--- src/sv/mmms_pkg.sv ---
package mmms_pkg;

    localparam int SCORE_W = 16;
    localparam int AVG_W   = 24;
    localparam int CNT_W   = 9;
    localparam int OUT_DATA_W = 72;

    typedef struct packed {
        logic busy;
    } div_stat_t;

    typedef enum logic [6:0] {
        S_LOAD  = 7'b0000001,
        S_FETCH = 7'b0000010,
        S_LATCH = 7'b0000100,
        S_SCAN  = 7'b0001000,
        S_EVAL  = 7'b0010000,
        S_DIVW  = 7'b0100000,
        S_OUT   = 7'b1000000
    } state_t;

endpackage

--- src/sv/mmms_ram.sv ---
module mmms_ram #(
    parameter int WIDTH = 16,
    parameter int DEPTH = 256
) (
    input  logic                     clk,
    input  logic                     we,
    input  logic [$clog2(DEPTH)-1:0] waddr,
    input  logic [WIDTH-1:0]         wdata,
    input  logic [$clog2(DEPTH)-1:0] raddr,
    output logic [WIDTH-1:0]         rdata
);

    logic [WIDTH-1:0] mem [DEPTH];

    always_ff @(posedge clk)
    begin
        if (we)
        begin
            mem[waddr] <= wdata;
        end
        rdata <= mem[raddr];
    end

endmodule

--- src/sv/mmms_div.sv ---
module mmms_div #(
    parameter int DW = 32,
    parameter int VW = 9
) (
    input  logic                clk,
    input  logic                rst_n,
    input  logic                start,
    input  logic [DW-1:0]       dividend,
    input  logic [VW-1:0]       divisor,
    output logic [DW-1:0]       quotient,
    output mmms_pkg::div_stat_t stat
);

    import mmms_pkg::*;

    localparam int KW = $clog2(DW + 1);

    logic [DW-1:0] num_reg, num_next;
    logic [DW-1:0] quo_reg, quo_next;
    logic [VW:0]   rem_reg, rem_next;
    logic [VW-1:0] dvs_reg, dvs_next;
    logic [KW-1:0] cnt_reg, cnt_next;
    logic          busy_reg, busy_next;
    logic [VW:0]   rem_sh;

    always_comb
    begin
        num_next  = num_reg;
        quo_next  = quo_reg;
        rem_next  = rem_reg;
        dvs_next  = dvs_reg;
        cnt_next  = cnt_reg;
        busy_next = busy_reg;
        rem_sh    = {rem_reg[VW-1:0], num_reg[DW-1]};
        if (start)
        begin
            num_next  = dividend;
            dvs_next  = divisor;
            rem_next  = '0;
            quo_next  = '0;
            cnt_next  = KW'(DW);
            busy_next = 1'b1;
        end
        else if (busy_reg)
        begin
            // one quotient bit per cycle, restoring
            num_next = {num_reg[DW-2:0], 1'b0};
            if (rem_sh >= {1'b0, dvs_reg})
            begin
                rem_next = rem_sh - {1'b0, dvs_reg};
                quo_next = {quo_reg[DW-2:0], 1'b1};
            end
            else
            begin
                rem_next = rem_sh;
                quo_next = {quo_reg[DW-2:0], 1'b0};
            end
            cnt_next = cnt_reg - 1'b1;
            if (cnt_reg == KW'(1))
            begin
                busy_next = 1'b0;
            end
        end
    end

    always_ff @(posedge clk or negedge rst_n)
    begin
        if (!rst_n)
        begin
            busy_reg <= 1'b0;
            cnt_reg  <= '0;
        end
        else
        begin
            busy_reg <= busy_next;
            cnt_reg  <= cnt_next;
        end
    end

    always_ff @(posedge clk)
    begin
        num_reg <= num_next;
        quo_reg <= quo_next;
        rem_reg <= rem_next;
        dvs_reg <= dvs_next;
    end

    assign quotient  = quo_reg;
    assign stat.busy = busy_reg;

endmodule

--- src/sv/mean_median_mode_stats.sv ---
// Scores load at one per cycle while s_tready is high in S_LOAD; after the set's last
// transfer the result waits for the single compare unit, which scans the score RAM
// once per candidate, and for the mean divider to finish. Throughput: one set at a
// time, no input taken meanwhile.
// Reset: rst_n is asynchronous, active low; it clears the set and the sequencer.
module mean_median_mode_stats #(
    parameter int MAX_SCORES = 256
) (
    input  logic        clk,
    input  logic        rst_n,
    input  logic        s_tvalid,
    output logic        s_tready,
    input  logic [15:0] s_tdata,     // [15:0] score
    input  logic        s_tlast,     // last score of the set
    output logic        m_tvalid,
    input  logic        m_tready,
    output logic [mmms_pkg::OUT_DATA_W-1:0] m_tdata,
    // [23:0] average_q8, [39:24] median, [55:40] mode, [64:56] count, rest zero
    output logic        m_tuser      // overflow
);

    import mmms_pkg::*;

    localparam int AW = $clog2(MAX_SCORES);
    localparam int CW = $clog2(MAX_SCORES + 1);
    localparam int SW = $clog2(MAX_SCORES * 65535 + 1);
    localparam int DW = SW + 8;

    state_t state_reg, state_next;

    // set accumulation
    logic [CW-1:0] cnt_reg, cnt_next;
    logic [SW-1:0] sum_reg, sum_next;
    logic          drop_reg, drop_next;

    // rank scan
    logic [AW-1:0]      i_reg, i_next;
    logic [AW-1:0]      j_reg, j_next;
    logic [SCORE_W-1:0] x_reg, x_next;
    logic [CW-1:0]      lt_reg, lt_next;
    logic [CW-1:0]      eq_reg, eq_next;
    logic [SCORE_W-1:0] lo_reg, lo_next;
    logic [SCORE_W-1:0] hi_reg, hi_next;
    logic [SCORE_W-1:0] best_reg, best_next;
    logic [CW-1:0]      beq_reg, beq_next;

    // result
    logic [AVG_W-1:0]   avg_reg, avg_next;
    logic [SCORE_W-1:0] med_reg, med_next;
    logic [SCORE_W-1:0] mode_reg, mode_next;
    logic [CNT_W-1:0]   ocnt_reg, ocnt_next;
    logic               oflow_reg, oflow_next;

    logic               s_xfer, m_xfer;
    logic               ram_we;
    logic [AW-1:0]      ram_raddr;
    logic [SCORE_W-1:0] ram_rdata;
    logic               div_start;
    logic [DW-1:0]      div_q;
    div_stat_t          div_stat;

    logic [AW-1:0]      nm1;
    logic [CW-1:0]      mid;
    logic [CW-1:0]      tgt_lo;
    logic [CW:0]        rank_end;
    logic               hit_lo, hit_hi;

    assign s_tready = (state_reg == S_LOAD);
    assign s_xfer   = s_tvalid && s_tready;
    assign m_tvalid = (state_reg == S_OUT);
    assign m_xfer   = m_tvalid && m_tready;

    assign ram_we    = s_xfer && (cnt_reg < CW'(MAX_SCORES));
    assign div_start = s_xfer && s_tlast;

    mmms_ram #(
        .WIDTH (SCORE_W),
        .DEPTH (MAX_SCORES)
    ) u_ram (
        .clk   (clk),
        .we    (ram_we),
        .waddr (cnt_reg[AW-1:0]),
        .wdata (s_tdata),
        .raddr (ram_raddr),
        .rdata (ram_rdata)
    );

    // mean: (sum << 8) / n, one quotient bit per cycle
    mmms_div #(
        .DW (DW),
        .VW (CW)
    ) u_div (
        .clk      (clk),
        .rst_n    (rst_n),
        .start    (div_start),
        .dividend ({sum_next, 8'b0}),
        .divisor  (cnt_next),
        .quotient (div_q),
        .stat     (div_stat)
    );

    // rank window of the current candidate against the median positions
    assign nm1      = AW'(cnt_reg - 1'b1);
    assign mid      = cnt_reg >> 1;
    assign tgt_lo   = cnt_reg[0] ? mid : mid - 1'b1;
    assign rank_end = {1'b0, lt_reg} + {1'b0, eq_reg};
    assign hit_lo   = (lt_reg <= tgt_lo) && ({1'b0, tgt_lo} < rank_end);
    assign hit_hi   = (lt_reg <= mid) && ({1'b0, mid} < rank_end);

    always_comb
    begin
        case (state_reg)
            S_FETCH: ram_raddr = i_reg;
            S_LATCH: ram_raddr = '0;
            S_SCAN:  ram_raddr = j_reg + 1'b1;
            default: ram_raddr = i_reg;
        endcase
    end

    always_comb
    begin
        state_next = state_reg;
        cnt_next   = cnt_reg;
        sum_next   = sum_reg;
        drop_next  = drop_reg;
        i_next     = i_reg;
        j_next     = j_reg;
        x_next     = x_reg;
        lt_next    = lt_reg;
        eq_next    = eq_reg;
        lo_next    = lo_reg;
        hi_next    = hi_reg;
        best_next  = best_reg;
        beq_next   = beq_reg;
        avg_next   = avg_reg;
        med_next   = med_reg;
        mode_next  = mode_reg;
        ocnt_next  = ocnt_reg;
        oflow_next = oflow_reg;

        // store or drop the incoming score; the divider sees these next values
        if (s_xfer)
        begin
            if (cnt_reg < CW'(MAX_SCORES))
            begin
                cnt_next = cnt_reg + 1'b1;
                sum_next = sum_reg + SW'(s_tdata);
            end
            else
            begin
                drop_next = 1'b1;
            end
        end

        case (state_reg)
            S_LOAD:
            begin
                if (s_xfer && s_tlast)
                begin
                    i_next     = '0;
                    state_next = S_FETCH;
                end
            end
            S_FETCH:
            begin
                state_next = S_LATCH;
            end
            S_LATCH:
            begin
                // candidate arrives; the scan starts at entry 0
                x_next     = ram_rdata;
                j_next     = '0;
                lt_next    = '0;
                eq_next    = '0;
                state_next = S_SCAN;
            end
            S_SCAN:
            begin
                if (ram_rdata < x_reg)
                begin
                    lt_next = lt_reg + 1'b1;
                end
                if (ram_rdata == x_reg)
                begin
                    eq_next = eq_reg + 1'b1;
                end
                if (j_reg == nm1)
                begin
                    state_next = S_EVAL;
                end
                else
                begin
                    j_next = j_reg + 1'b1;
                end
            end
            S_EVAL:
            begin
                if (hit_lo)
                begin
                    lo_next = x_reg;
                end
                if (hit_hi)
                begin
                    hi_next = x_reg;
                end
                // most equal entries wins; ties go to the smaller score
                if ((i_reg == '0) || (eq_reg > beq_reg) ||
                    ((eq_reg == beq_reg) && (x_reg < best_reg)))
                begin
                    best_next = x_reg;
                    beq_next  = eq_reg;
                end
                if (i_reg == nm1)
                begin
                    state_next = S_DIVW;
                end
                else
                begin
                    i_next     = i_reg + 1'b1;
                    state_next = S_FETCH;
                end
            end
            S_DIVW:
            begin
                if (!div_stat.busy)
                begin
                    avg_next   = AVG_W'(div_q);
                    med_next   = SCORE_W'(({1'b0, lo_reg} + {1'b0, hi_reg}) >> 1);
                    mode_next  = best_reg;
                    ocnt_next  = CNT_W'(cnt_reg);
                    oflow_next = drop_reg;
                    state_next = S_OUT;
                end
            end
            S_OUT:
            begin
                // hold the result until taken, then open a new set
                if (m_xfer)
                begin
                    cnt_next   = '0;
                    sum_next   = '0;
                    drop_next  = 1'b0;
                    state_next = S_LOAD;
                end
            end
            default:
            begin
                state_next = S_LOAD;
            end
        endcase
    end

    always_ff @(posedge clk or negedge rst_n)
    begin
        if (!rst_n)
        begin
            state_reg <= S_LOAD;
            cnt_reg   <= '0;
            sum_reg   <= '0;
            drop_reg  <= 1'b0;
        end
        else
        begin
            state_reg <= state_next;
            cnt_reg   <= cnt_next;
            sum_reg   <= sum_next;
            drop_reg  <= drop_next;
        end
    end

    always_ff @(posedge clk)
    begin
        i_reg     <= i_next;
        j_reg     <= j_next;
        x_reg     <= x_next;
        lt_reg    <= lt_next;
        eq_reg    <= eq_next;
        lo_reg    <= lo_next;
        hi_reg    <= hi_next;
        best_reg  <= best_next;
        beq_reg   <= beq_next;
        avg_reg   <= avg_next;
        med_reg   <= med_next;
        mode_reg  <= mode_next;
        ocnt_reg  <= ocnt_next;
        oflow_reg <= oflow_next;
    end

    assign m_tdata = {(OUT_DATA_W - 65)'(0), ocnt_reg, mode_reg, med_reg, avg_reg};
    assign m_tuser = oflow_reg;

endmodule

--- config.mk ---
export PLATFORM = sky130hd
export DESIGN_NAME = mean_median_mode_stats
export DESIGN_NICKNAME = d
export VERILOG_FILES = /design/src/sv/mmms_pkg.sv /design/src/sv/mmms_ram.sv /design/src/sv/mmms_div.sv /design/src/sv/mean_median_mode_stats.sv
export SDC_FILE = /design/constraint.sdc
export NUM_CORES = 2
export LEC_CHECK = 0
export BUFFER_PORTS_ARGS = -buffer_cell sky130_fd_sc_hd__buf_2
export CAP_MARGIN = 10
export CORE_MARGIN = 10
export CORE_UTILIZATION = 35
export CTS_CLUSTER_DIAMETER = 150
export CTS_CLUSTER_SIZE = 30
export DETAILED_ROUTE_END_ITERATION = 10
export PLACE_DENSITY_LB_ADDON = 0.12
export SYNTH_ARGS = -nofsm -noshare
export SYNTH_HDL_FRONTEND = slang
export SYNTH_SLANG_ARGS = --single-unit
--- constraint.sdc ---
create_clock -name clk -period 5.6 [get_ports clk]
set_input_delay 1.12 -clock clk [delete_from_list [all_inputs] [get_ports clk]]
set_output_delay 1.12 -clock clk [all_outputs]
set_load 0.05 [all_outputs]
## After elaboration in Yosys (flattened, before gate mapping)

Memory sizes are Yosys's and may differ from the RTL's. A register that Yosys moved wholly into a read port is not among the register bits.
Index checks and enable logic that the tools add are counted.

- $add $sub $neg: 12
- Order comparisons: 9
- Equal/unequal tests: 20
- Mux-type cells: 40
- Bitwise gates (word level): 1
- Reduce and logical (&&, ||, !) cells: 22

Operators with widths:

| operator | number |
|---|---|
| 24-bit 2-to-1 mux | 4 |
| 9-bit 2-to-1 mux | 8 |
| 32-bit 2-to-1 mux | 2 |
| 7-bit one-hot mux with 7 select lines | 1 |
| 8-bit one-hot mux with 2 select lines | 3 |
| 9-bit one-hot mux with 2 select lines | 2 |
| 16-bit less-than comparator | 2 |
| 7-bit 2-to-1 mux | 4 |
| 9-bit by 1-bit adder with 9-bit output (second input constant) | 3 |
| 24-bit by 16-bit adder with 24-bit output | 1 |
| 8-bit 2-to-1 mux | 3 |
| 6-bit 2-to-1 mux | 3 |
| 16-bit by 16-bit adder with 17-bit output | 1 |
| 8-bit by 1-bit adder with 8-bit output (second input constant) | 2 |
| 16-bit == test | 1 |
| 8-bit == test | 2 |
| 2-bit AND reduction | 7 |
| 2-bit inequality test (second input constant) | 6 |
| 9-bit by 9-bit adder with 10-bit output | 1 |
| 10-bit by 9-bit greater-or-equal comparator with 1-bit output | 1 |
| 8-bit by 10-bit less-than comparator with 1-bit output | 1 |
| 9-bit by 10-bit less-than comparator with 1-bit output | 1 |
| 1-bit 2-to-1 mux | 10 |
| 9-bit == test | 1 |
| other kinds (24) | 34 |

- Register bits: 287
- Bits in writable memories: 4,096
- Bits of input ports: 21
- Output and inout bits: 75
- Word-level logic and storage cells: 129
- Memories kept: 1

Memory list:

| memory | depth | width | read ports | clocked after memory_dff | write ports | RTL line | source |
|---|---|---|---|---|---|---|---|
| u_ram.mem | 256 | 16 | 1 | 1 | 1 | mmms_ram.sv:13 | `logic [WIDTH-1:0] mem [DEPTH];` |

## Logic depth before layout (Yosys ltp)

- Depth in word-level cells: 6
- Mapped depth: 18
- Gate-level depth less buffers: 16

## Hierarchy

From an unflattened synthesis, not the netlist that was laid out.

- Cells, all modules: 8,687
- Area total of the unflattened synthesis: 174,290.9 um2

Modules (own cells, without submodules):

| module | times used | cells each | area each (um2) | seq. area each (um2) |
|---|---|---|---|---|
| mmms_ram | 1 | 7,360 | 158,714.7 | 123,318.3 |
| mean_median_mode_stats | 1 | 1,006 | 11,619.9 | 6,222.2 |
| mmms_div | 1 | 321 | 3,956.3 | 2,227.1 |

## Least setup slack after synthesis

OpenSTA, ideal clock, no wires.

- Path type: reg2reg
- Start: reg lt_reg[0]
- End: reg hi_reg[0], enable pin
- Library setup time: 0.430 ns
- Arrival time: 4.501 ns
- Required time: 5.170 ns
- Slack: 0.669 ns
- Cell stages (with the launch flop): 15
- Buffers on the path: 0
- Period minus slack after synthesis: 4.931 ns
- Cells stage by stage: edfxtp_1 ha_1 inv_1 fa_1 ha_1 a21boi_0 o21a_1 o21ai_0 nand2b_1 maj3_1 maj3_1 a21oi_1 maj3_1 nor3b_1 nor4_1

- Longest elaborated chain between the ends: 4
- Elaborated cells on any way between the ends: 5
- Classes of those cells: add/sub: 1; order compare: 2; reduce/logical: 2

RTL lines:

| what | RTL line | source |
|---|---|---|
| start, declared | mean_median_mode_stats.sv:40 | `logic [CW-1:0] lt_reg, lt_next;` |
| start signal, assigned | mean_median_mode_stats.sv:276 | `lt_reg <= lt_next;` |
| 9-bit by 9-bit adder with 10-bit output | mean_median_mode_stats.sv:106 | `assign rank_end = {1'b0, lt_reg} + {1'b0, eq_reg};` |
| 8-bit by 10-bit less-than comparator with 1-bit output | mean_median_mode_stats.sv:108 | `assign hit_hi = (lt_reg <= mid) && ({1'b0, mid} < rank_end);` |
| 1-bit logical AND (*) | mean_median_mode_stats.sv:108 |  |
| 2-bit AND reduction (no line) (*) | n/a |  |
| end signal, assigned | mean_median_mode_stats.sv:279 | `hi_reg <= hi_next;` |
| end, declared | mean_median_mode_stats.sv:43 | `logic [SCORE_W-1:0] hi_reg, hi_next;` |

Mark *: on every way between the ends. The rest lies on a longest branch, timed or not.
A chain may end at the register's enable or synchronous reset.

## Worst setup path after layout

- Start: reg state_reg[4]
- End: reg u_ram.rdata[8] (read register of u_ram.mem)

- Longest elaborated chain between the ends: 2
- Elaborated cells on any way between the ends: 3
- Classes of those cells: eq/ne: 2; mux: 1

RTL lines:

| what | RTL line | source |
|---|---|---|
| start, declared | mean_median_mode_stats.sv:29 | `state_t state_reg, state_next;` |
| start signal, assigned | mean_median_mode_stats.sv:264 | `state_reg <= state_next;` |
| 7-bit by 4-bit == test with 1-bit output or 7-bit by 3-bit == test with 1-bit output (tied branches) | mean_median_mode_stats.sv:112 | `case (state_reg)` |
| 8-bit one-hot mux with 2 select lines (*) | mean_median_mode_stats.sv:112 |  |
| end, declared | mmms_ram.sv:10 | `output logic [WIDTH-1:0] rdata` |

Marked as above.

==> run_results.csv <==
group,metric,value,unit
yosys,synth_top_area_share,74.5,%
floorplan,initial_core_util,35.1,%
floorplan,dieArea,0.524,mm2
setup_path,end_kind,"register",
setup_path,crit_path_start,"state_reg[4]",
yosys,avgSynthCellArea,16.2,um2
yosys,netlist_top_cells_area,"edfxtp_1 74%, mux4_2 6.0%, nand2_1 4.3%",
floorplan,die_h,724,um
sta,maxSlewViolCount,0,
drt,dr.pass1.iters,7,
layout,largest_reg_flops,4096,
drt,viasPerCell,5.61,
yosys,synthTopCellsByCount,"4,302 x edfxtp_1, 1,968 x nand2_1, 647 x nand3_1",
layout,utilization,38.7,%
job,max-cap-violations,0,
yosys,syn_inst,10715,
outcome,violations,"setup timing",
clock_network,clk_pin_slew,0.13,ns
clock_network,cts_sinks,4399,
setup_path,critical_path_class,"reg -> reg",
sta,rsz0062_at_grt,"yes",
power_and_ir_drop,p_leak,0.0617,uW
sta,layout_setup_ws,-0.0435,ns
global_route,grt-ovfl-total,0,
sta,finalClockSkew,0.0552,ns
setup_path,regToRegEndpoint,"u_ram.rdata[8]",
global_route,grt_usage,21.9,%
floorplan,pin_count,96,
layout,regMostFlops,"u_ram.mem",
outcome,status,"finished with violations",
clock_network,root_buffer,"clkbuf_16",
setup_path,critical_path.endpoint,"u_ram.rdata[8]",
placed_design,gp_congestion,0.843,
floorplan,fp-row-count,258,
setup_path,r2r_cells,12,
yosys,synth.most_common_cell,"edfxtp_1",
layout,fill_cells,45514,
yosys,ys.flop_type,"edfxtp_1",
sta,period_share,101,%
sta,worstMarginPinSlew,1.25,ns
drt,final_antenna_net_count,0,
sta,setup_tns,-0.0435,ns
yosys,ys_ff_latch,4399,
drt,wl_per_cell,33.5,um
drt,drc_errors,0,
placed_design,dp_hpwl,371000,um
min_path,hp-class,"in -> async",
setup_path,r2r_start,"state_reg[4]",
yosys,ys_warn_count,0,
clock_network,clk_path_buf_depth,4,
clock_network,htreeDepth,4,
layout,area_growth_syn_to_layout,10.1,%
global_route,antenna_found_initial,42,
drt,wirelength,591000,um
drt,num_vias,99080,
clock_network,numCtsBuffers,169,
setup_path,crit_path_max_fanout,81,
clock_network,clkLatencyLatePin,0.99,ns
floorplan,core-area,0.494,mm2
global_route,grt_max_degree,151,
setup_path,r2r_slack,-0.04,ns
setup_path,critPathLaunchType,"register",
floorplan,fp.dieW,724,um
setup_path,crit_required,6.46,ns
power_and_ir_drop,irDropWorstVdd,0.246,mV
layout,post_route_cells_drive_above_1_share,15.5,%
yosys,synth_top_area_cell,"edfxtp_1",
clock_network,cts_tree,"done",
layout,layout.nets,11206,
global_route,grt_pass1_wl,810000,um
sta,final-hold-violation-count,0,
yosys,synth_edf_count,4302,
global_route,grt_pass1_vias,95520,
yosys,synthDistinctLibCells,81,
yosys,ys_seq_area_share,75.7,%
sta,layout_min_cycle_time,5.64,ns
yosys,async_flop_share,1.09,%
sta,max_clock_freq,177,MHz
yosys,synthesis.area,0.173,mm2
sta,setup_viol_count_final,1,
sta,relSlewSlack,16.9,%
placed_design,portBuffers,88,
drt,drt_iter0_markers,13400,
clock_network,hold_buffers,0,
power_and_ir_drop,cellPowerDensity,276,mW/mm2
setup_path,arrival,6.50,ns
placed cells by master, fill, tap and decap left out, types with 15 or more instances in the layout:
cell / n
edfxtp_1: 4302
nand2_1: 1964
nand3_1: 631
buf_4: 612
mux4_2: 466
nor2_1: 266
a31oi_1: 255
a21oi_1: 228
nor2_2: 194
mux2i_1: 190
clkbuf_16: 170
o21ai_0: 129
ha_1: 128
nand4_1: 121
a32oi_1: 115
a22oi_1: 101
buf_12: 99
inv_1: 93
buf_2: 75
o2111ai_1: 73
clkbuf_1: 70
and3_1: 69
xnor2_1: 63
a221oi_1: 53
o22ai_1: 53
a22o_1: 52
dfxtp_1: 49
xor2_1: 47
dfrtp_1: 45
nor3_1: 32
a21o_1: 27
nor4_1: 26
o211ai_1: 25
diode_2: 17
nand2b_1: 17
a211oi_1: 17
buf_8: 17
o31ai_1: 15
nor2b_1: 15
how the worst min path moves through the flow:
stage,startpoint,cells past startpoint,endpoint,slack (ns)
after floorplan,u_div.quotient[23],0,avg_reg[23],0.41
after detailed placement,u_div.quotient[23],0,avg_reg[23],0.42
final,rst_n,2,sum_reg[0],0.29
after global placement,u_div.quotient[23],0,avg_reg[23],0.42
after CTS,rst_n,2,cnt_reg[2],0.24
after global routing,rst_n,2,sum_reg[2],0.31
logic make-up after synthesis:
family	Yosys count	synth area share [%]
buf+inv	741	2.24
fa+ha+maj	138	1.00
compound gates	1246	4.95
other cells	1	0.00216
xor+xnor	110	0.555
simple gates	3418	8.33
mux	662	7.20
flops	4399	75.7
metal layers:
metal,global-route usage [%],up-vias,part of all wire (%),wire length [um]
met2,35.4,3713,47,279000
met5,0,-,0.010,60
met1,30.8,52905,43,253000
met3,3.45,573,6.9,40600
li1,-,41879,-,-
met4,5.71,10,3.0,17700
repair_timing:
action | 4_1_cts | 5_1_grt
buffers inserted | 0 | 0
setup endpoints to repair | 2 | 4
resized for setup | 3 | 6
report_power, final:
group          total, uW  internal [uW]  switching, uW
registers          36000          36000              0
clock network      16000           5790          10200
logic                749           63.6            685
total              52800          41900          10900
metrics by stage:
stage               instance area, um2  hold WS (ns)  power, uW  instances  setup slack [ns]
floorplan                       174000         0.408      36800      10721             0.669
global route                    191000         0.307      54200      17638           -0.0588
CTS                             191000         0.239      53200      17635            0.0297
detailed placement              186000         0.421      37600      17380            -0.293
finish                          191000         0.290      52800      17654           -0.0435
global placement                186000         0.416      37500      17373            -0.627
final cells by class:
class	count	area [um2]	share of cell area, %
Timing Repair Buffer	805	7230	3.79
Antenna cell	17	42.5	0.0223
Clock inverter	13	161	0.0845
Tap cell	6500	8130	4.26
Inverter	97	364	0.191
Clock buffer	242	4540	2.37
Multi-Input combinational cell	5581	39200	20.5
Sequential cell	4399	131000	68.8
critical path, cell delays in order, from the launching register on:
cell and delay (ns):
dfrtp_1 0.46, or3_1 0.52, o31a_1 0.39, a21oi_4 0.52
buf_12 0.26, buf_12 0.33, mux4_2 0.59, a22o_1 0.29
a31oi_1 0.56, o22ai_1 0.61, o21ai_0 0.48, buf_4 0.17
a211oi_1 0.06
No activity file was read; power rests on OpenSTA's default activity.
